File: config.mk
export PLATFORM = sky130hd
export DESIGN_NAME = sase_sweep
export DESIGN_NICKNAME = d
export VERILOG_FILES = /design/src/rtl/core/sase_pkg.sv /design/src/rtl/core/sase_sweep.sv
export SDC_FILE = /design/constraint.sdc
export NUM_CORES = 1
export LEC_CHECK = 0
export BUFFER_PORTS_ARGS = -buffer_cell sky130_fd_sc_hd__buf_2
export CORE_ASPECT_RATIO = 0.9
export CORE_MARGIN = 10
export CORE_UTILIZATION = 30
export CTS_BUF_LIST = sky130_fd_sc_hd__clkbuf_2 sky130_fd_sc_hd__clkbuf_4 sky130_fd_sc_hd__clkbuf_8
export DETAILED_ROUTE_END_ITERATION = 16
export GPL_TIMING_DRIVEN = 0
export PLACE_DENSITY_LB_ADDON = 0.25
export SYNTH_ARGS = -nofsm -noshare
export SYNTH_HDL_FRONTEND = slang
export SYNTH_SLANG_ARGS = --single-unit
File: constraint.sdc
create_clock -name clk -period 3.9 [get_ports clk]
set_input_delay 0.78 -clock clk [delete_from_list [all_inputs] [get_ports clk]]
set_output_delay 0.78 -clock clk [all_outputs]
set_load 0.01 [all_outputs]
File: src/rtl/core/sase_pkg.sv
// ----------------------------------------------------------------------------
// sase_pkg
// Shared types, constants and helpers for the epoch-stamped set-all array.
// ----------------------------------------------------------------------------
package sase_pkg;

  localparam int DEPTH_DEF       = 1024;
  localparam int EPOCH_WIDTH_DEF = 16;

  localparam int CMD_W       = 2;
  localparam int INDEX_W     = 10;
  localparam int VALUE_W     = 32;
  localparam int COUNT_W     = 11;
  localparam int IN_TDATA_W  = 48;
  localparam int OUT_TDATA_W = 48;

  localparam logic [VALUE_W-1:0] GLOBAL_VALUE_RST = 32'hFFFF_FFFF;

  typedef enum logic [CMD_W-1:0] {
    CMD_APPEND  = 2'd0,
    CMD_SET     = 2'd1,
    CMD_READ    = 2'd2,
    CMD_SET_ALL = 2'd3
  } command_t;

  function automatic int addr_bits(input int depth);
    return (depth > 1) ? $clog2(depth) : 1;
  endfunction

  // read_value [31:0], is_full [32], rejected [33], fill_count [44:34]
  function automatic logic [OUT_TDATA_W-1:0] pack_result(
    input logic [VALUE_W-1:0] read_value,
    input logic               is_full,
    input logic               rejected,
    input logic [COUNT_W-1:0] fill_count
  );
    return {3'b000, fill_count, rejected, is_full, read_value};
  endfunction

endpackage

File: src/rtl/core/sase_sweep.sv
// ----------------------------------------------------------------------------
// sase_sweep
// Clearing pass over the store: one entry a cycle, after reset and on
// request at epoch wrap.
// ----------------------------------------------------------------------------
module sase_sweep
  import sase_pkg::*;
#(
  parameter int DEPTH = DEPTH_DEF,
  parameter int AW    = addr_bits(DEPTH)
) (
  input  logic          clk,
  input  logic          rst,
  input  logic          start,
  output logic          busy,
  output logic [AW-1:0] addr
);

  typedef enum logic [1:0] {
    SW_IDLE  = 2'b01,
    SW_CLEAR = 2'b10
  } sweep_state_t;

  sweep_state_t state;
  logic         last;

  assign last = (addr == AW'(DEPTH - 1));
  assign busy = (state == SW_CLEAR);

  always_ff @(posedge clk) begin
    if (rst) begin
      state <= SW_CLEAR;
      addr  <= '0;
    end else begin
      unique case (state)
        SW_IDLE: begin
          if (start) begin
            state <= SW_CLEAR;
            addr  <= '0;
          end
        end
        SW_CLEAR: begin
          if (last) begin
            state <= SW_IDLE;
          end
          addr <= addr + 1'b1;
        end
        default: begin
          state <= SW_IDLE;
        end
      endcase
    end
  end

endmodule

==> flow_summary.toml, run 1 <==
[clock_tree]
library_cell_used_as_clock_root_buffer = "clkbuf_4"
tritoncts_num_sinks = 12
hold_buffers = 0
tritoncts = "done"
postCtsSetupBuffers = 0
clk_pin_slew_ns = 0.07
clock_insertion_delay_worst_skew_ns = 0.27
post_cts.resized_instances = 0
h-tree-depth = 1
numCtsBuffers = 3
cts_buffer_depth = 2

[yosys]
synthTopCellsByArea = "dfxtp_1 (41%), a21oi_1 (5.2%), nand3_1 (5.2%)"
synthCells = 66
synth_async_sr_flop_share_pct = 0
yosysUniqueCellTypes = 28
synth_commonest_cells = "dfxtp_1 (12), a21oi_1 (6), nand3_1 (6)"
top_count_cell_post_synth = "dfxtp_1"
synth_top_area_share_pct = 41.3
synthFlopType = "dfxtp_1"
syn_area_per_cell_um2 = 8.82
synth_enable_flop_cells = 0
ys_warn_count = 0
post-synth-top-area-cell = "dfxtp_1"
synth.net_count = 70
synth.ff_latch_count = 12
synth.cell_area_um2 = 582
seq_area_frac_synth_pct = 41.3

[critical_path]
criticalPathCategory = "reg2out"
critical_path.max_stage_delay_ns = 0.36
cp-start-kind = "flop"
worst_path_dominant_cell_family = "buffers and inverters"
cp_slowest_cell = "dfxtp_1"
path_max_fanout = 9
combined_buffer_and_inverter_count_along_the_critical_path = 2
cp_data_arrival_time_ns = 1.21
worst-endpoint-required_ns = 3.12
crit_chain = "nand2b_1, clkinv_1, buf_2"
timing.critical_path.to_type = "output pin"

[die]
core_mm2 = 0.00188
die_area_mm2 = 0.00410
fp-row-count = 15
dieWidth_um = 66.4
floorplan.io_pins = 14
initial_utilization_pct = 31.0
chipHeight_um = 61.8

[routing]
firstDrtPassIters = 4
postRouteAntennaNets = 0
num_vias = 565
routed_wire_length_per_instance_um = 14.2
drc = 0
dr.first_iter.drc_count = 22
routed_via_density = 5.28
drt-total-wl_mm = 1.52

[layout]
fillerInstances = 210
final-seq-area_um2 = 240
antenna-diode-count = 0
instances_no_fill = 107
design.final.nets = 88
design_area_um2 = 701
post_synthesis_to_final_layout_area_growth_pct = 20.4
area_used_by_multi_input_combinational_logic_um2 = 318
share_of_cells_above_drive_strength_1_pct = 24.4

[grt]
global_route_total_overflow = 0
grt_max_degree = 11
global_route_wire_length_before_repair_mm = 2.65
antenna_found_initial = 0
grt.total_usage_pct = 8.16
via_count_of_the_first_global_routing_pass = 578

[sta]
skew_ns = 0.00330
clock.fmax_ghz = 0.501
final.setup.tns_ns = 0
slew_violations = 0
layout_worst_path_cycle_share_pct = 51.1
timing_worst_slew_pin_value_ns = 0.462
worst_hold_slack_ns = 0.506
final_hold_viol_count = 0
setup_viol_count_final = 0
worst_slack_ns = 1.91
min_period_ns = 1.99
slew_headroom_pct = 69.2
rsz0062_at_grt = "no"

[power]
leakage_power_summed_over_all_cells_nw = 0.247
pwr_density_cell_mw_per_mm2 = 371
vdd.ir_drop.worst_mv = 0.235

[placed_design]
buffer_ports.inserted = 13
post-dp-hpwl_mm = 1.11
gpl.final_weighted_congestion = 0.714
preCtsSetupSlack_ns = 2.19
post-place-cells = 104
placed_cell_area_um2 = 678

[status]
status = "finished, final reports clean"

[flow_run]
max_capacitance_violation_count = 0

[min_path]
timing.hold.worst.class = "reg2reg"
[cells by family after synthesis]
family                   count (synthesis)  share of synthesized area [%]
flip-flops                              12                           41.3
adder cells (fa/ha/maj)                  1                           2.15
buffers and inverters                    6                           4.08
AND/OR/NAND/NOR                         27                           28.8
AO/OA/AOI/OAI                           20                           23.7
[tightest hold or removal path, cell delays in order, from the launching register on]
cell	delay, ns
dfxtp_1	0.33
o31ai_1	0.07
a211oi_1	0.06
[registers in the layout, indices dropped and copies added, names as in the netlist]
| signal | flops |
|---|---|
| state | 2 |
| addr | 10 |
[cell usage in the layout, fill, tap and decap left out, drive strengths merged, types with 3 or more instances in the layout]
cell    instances
buf            14
clkbuf          4
or3             3
nand3           7
or4             4
o211ai          4
nand4           3
inv             3
a21oi           6
nand2           4
dfxtp          12
[worst paths after layout]
| kind | slack, ns | cells after the start | endpoint | startpoint |
|---|---|---|---|---|
| worst min-delay path | 0.51 | 2 | addr[9]$_SDFFE_PP0P_ | addr[9]$_SDFFE_PP0P_ |
| worst min register to register | 0.51 | 2 | addr[9]$_SDFFE_PP0P_ | addr[9]$_SDFFE_PP0P_ |
| worst max register to register | 2.18 | 4 | state[1]$_SDFFE_PP1P_ | addr[0]$_SDFFE_PP0P_ |
| worst max-delay path | 1.91 | 3 | busy | state[0]$_SDFFE_PP0P_ |
[final cells by class]
cell class / instances / share of cell area [%]
Timing Repair Buffer: 13 / 9.29
Tap cell: 25 / 4.46
Inverter: 4 / 2.14
Sequential cell: 12 / 34.3
Multi-Input combinational cell: 48 / 45.4
Buffer: 2 / 1.25
Clock buffer: 3 / 3.21
[where the power goes]
part	switching, mW	leakage (nW)	internal, mW
sequential	0.0103	0.0975	0.129
combinational	0.0277	0.135	0.0172
clock	0.0396	0.0138	0.0357
total	0.0776	0.247	0.182
[per-layer routing]
metal / up-vias / GRT usage (%) / routed length [um]
met3: 2 / 5.20 / 127
met2: 15 / 12.1 / 672
met1: 253 / 9.95 / 712
li1: 295 / - / -
met4: 0 / 0.896 / 8
met5: - / 0 / 0
[stage by stage]
stage | power [mW] | utilization, %
4_1_cts | 0.262 | 37.3
3_5_place_dp | 0.188 | 36.1
5_1_grt | 0.277 | 37.3
6_report | 0.260 | 37.3
3_3_place_gp | 0.187 | 36.1
2_1_floorplan | 0.171 | -
(Power assumes the default switching activity.)
==> run 2: changes to the inputs <==
--- a/config.mk
+++ b/config.mk
@@ -5,6 +5,7 @@
 export SDC_FILE = /design/constraint.sdc
 export NUM_CORES = 1
 export LEC_CHECK = 0
+export ABC_AREA = 1
 export BUFFER_PORTS_ARGS = -buffer_cell sky130_fd_sc_hd__buf_2
 export CORE_ASPECT_RATIO = 0.9
 export CORE_MARGIN = 10
==> constraint.sdc (replaced) <==
create_clock -name clk -period 1.9 [get_ports clk]
set_input_delay 0.38 -clock clk [delete_from_list [all_inputs] [get_ports clk]]
set_output_delay 0.38 -clock clk [all_outputs]
set_load 0.01 [all_outputs]
==> run 2 against run 1 <==
Compared with the run above: cell count grew 28%; register-to-register slack lost 1.5 ns; routed wire length shrank 6.9%; sequential cell count is the same; first-iteration DRC count shrank 32%; worst hold slack lost 0.19 ns; die area grew 1.8%; critical path depth is the same; combinational power shrank 47%.
==> flow_summary.toml, run 2 <==
[yosys]
synth.net_count = 99
synthFlopType = "dfxtp_1"
ys_warn_count = 0
synthTopCellsByArea = "dfxtp_1 (40%), nand2_1 (18%), nor2_1 (11%)"
seq_area_frac_synth_pct = 40.3
yosysUniqueCellTypes = 13
synth.cell_area_um2 = 597
synth.ff_latch_count = 12
post-synth-top-area-cell = "dfxtp_1"
synthCells = 95
synth_async_sr_flop_share_pct = 0
syn_area_per_cell_um2 = 6.28
synth_commonest_cells = "nand2_1 (28), nor2_1 (18), inv_1 (14)"
synth_top_area_share_pct = 40.3
top_count_cell_post_synth = "nand2_1"
synth_enable_flop_cells = 0

[placed_design]
post-dp-hpwl_mm = 1.10
gpl.final_weighted_congestion = 0.845
placed_cell_area_um2 = 693
buffer_ports.inserted = 13

[flow_run]
max_capacitance_violation_count = 0

[die]
dieWidth_um = 67.0
core_mm2 = 0.00190
chipHeight_um = 62.3
fp-row-count = 15
die_area_mm2 = 0.00418
floorplan.io_pins = 14
initial_utilization_pct = 31.5

[power]
net-switching-power_mw = 0.106
pwr_density_cell_mw_per_mm2 = 670
p_int_mw = 0.383
combinationalPowerShare_pct = 4.9
leakage_power_summed_over_all_cells_nw = 0.379
p_seq_share_pct = 53.5
vdd.ir_drop.worst_mv = 0.360
clockPowerShare_pct = 41.6
netSwitchingFraction_pct = 21.7

[sta]
final.setup.tns_ns = 0
timing_worst_slew_pin_value_ns = 0.260
clock.fmax_ghz = 0.688
skew_ns = 0.000377
min_period_ns = 1.45
setup_viol_count_final = 0
slew_violations = 0
final_hold_viol_count = 0
rsz0062_at_grt = "no"
slew_headroom_pct = 82.7
layout_worst_path_cycle_share_pct = 76.5

[critical_path]
criticalPathCategory = "reg2out"
path_max_fanout = 10
timing.critical_path.to_type = "output pin"
r2r-start = "addr[0]$_SDFFE_PP0P_"
critical_path.max_stage_delay_ns = 0.33
cp_slowest_cell = "dfxtp_1"
cp_data_arrival_time_ns = 1.07
critical_path.startpoint = "state[1]$_SDFFE_PP1P_"
crit_chain = "inv_1, nor2_4, buf_2"
worst-endpoint-required_ns = 1.52
cp-start-kind = "flop"

[clock_tree]
postCtsSetupBuffers = 0
clk_pin_slew_ns = 0.07
numCtsBuffers = 3
post_cts.resized_instances = 0
tritoncts_num_sinks = 12
clock_insertion_delay_worst_skew_ns = 0.27
hold_buffers = 0
cts_buffer_depth = 2
tritoncts = "done"
h-tree-depth = 1
library_cell_used_as_clock_root_buffer = "clkbuf_4"

[grt]
via_count_of_the_first_global_routing_pass = 587
grt.total_usage_pct = 7.73
grt_max_degree = 11
antenna_found_initial = 0
global_route_wire_length_before_repair_mm = 2.55
global_route_total_overflow = 0

[layout]
fillerInstances = 206
top_regs = "addr x10, state x2"
antenna-diode-count = 0
most-common-layout-cells = "nand2_1 (28), nor2_1 (18), inv_1 (14), buf_2 (13), dfxtp_1 (12)"
top_register = "addr"
mostFrequentLayoutCell = "nand2_1"
share_of_cells_above_drive_strength_1_pct = 18.8
post_synthesis_to_final_layout_area_growth_pct = 22.2
largest_register_ffs = 10
design_area_um2 = 729
design.final.nets = 117

[routing]
num_vias = 605
postRouteAntennaNets = 0
routed_via_density = 4.42
drt-total-wl_mm = 1.42
firstDrtPassIters = 4
dr.first_iter.drc_count = 15
routed_wire_length_per_instance_um = 10.3
drc = 0

[status]
status = "finished, final reports clean"

[min_path]
launch_instance_of_the_worst_min_delay_path = "rst"
timing.hold.worst.class = "in2reg"
## run 2: changes by cell type in the layout (fill, tap and decap cells not counted), moves of 4 or more
cell | previous run | this run
inv_1 | 3 | 14
nand2_1 | 4 | 28
nor2_1 | 1 | 18
o211ai_1 | 4 | 0
o21ai_0 | 0 | 5
or4_1 | 4 | 0
## run 2: worst paths after layout
kind | endpoint | depth (start not counted) | slack, ns
worst min register to register | addr[1]$_SDFFE_PP0P_ | 2 | 0.50
worst min-delay path | addr[4]$_SDFFE_PP0P_ | 2 | 0.31
worst max-delay path | busy | 3 | 0.45
worst max register to register | addr[8]$_SDFFE_PP0P_ | 6 | 0.66
## run 2: layout make-up
cell class | instances | area (um^2) | share of cell area (%)
clock buffer | 4 | 36.3 | 4.97
inverter | 15 | 56.3 | 7.72
multi-input combinational | 68 | 300 | 41.2
sequential | 12 | 240 | 32.9
tap | 25 | 31.3 | 4.29
timing repair buffer | 13 | 65.1 | 8.92
## run 2: cell families (layout without fill, tap and decap cells)
logic type / after synthesis / count (layout) / share of synthesized area, %
flops: 12 / 12 / 40.3
simple gates: 55 / 55 / 38.2
buf+inv: 15 / 32 / 9.43
fa+ha+maj: 1 / 1 / 2.10
compound gates: 12 / 12 / 10.1
## run 2: routing by layer
| metal | share of wire (%) | global-route usage, % | vias to the layer above |
|---|---|---|---|
| li1 | - | - | 328 |
| met1 | 47 | 8.24 | 255 |
| met2 | 42 | 11.6 | 17 |
| met3 | 9.0 | 5.20 | 5 |
| met4 | 1.8 | 3.08 | 0 |
| met5 | 0 | 0 | - |
## run 2: stage by stage
| step | setup WS (ns) | instances | hold WS (ns) | util (%) | power, mW |
|---|---|---|---|---|---|
| 2_1_floorplan | 0.718 | 95 | 0.449 | - | 0.280 |
| 3_3_place_gp | 0.668 | 133 | 0.479 | 36.6 | 0.291 |
| 3_5_place_dp | 0.649 | 133 | 0.493 | 36.6 | 0.292 |
| 4_1_cts | 0.416 | 137 | 0.298 | 38.5 | 0.502 |
| 5_1_grt | 0.345 | 137 | 0.304 | 38.5 | 0.519 |
| 6_report | 0.447 | 137 | 0.311 | 38.5 | 0.489 |
## run 2: power groups by stage
| stage | combinational, mW | sequential (mW) | clock [mW] |
|---|---|---|---|
| detailed placement | 0.0243 | 0.268 | 0 |
| finish | 0.0238 | 0.262 | 0.204 |
| global placement | 0.0239 | 0.268 | 0 |
| global route | 0.0283 | 0.263 | 0.228 |
| CTS | 0.0244 | 0.262 | 0.216 |
| floorplan | 0.0104 | 0.270 | 0 |
## run 2: critical path, delay by kind of cell, from the launching register on
kind / cells / cell delay [ns]
flops: 1 / 0.33
buf+inv: 2 / 0.25
simple gates: 1 / 0.22
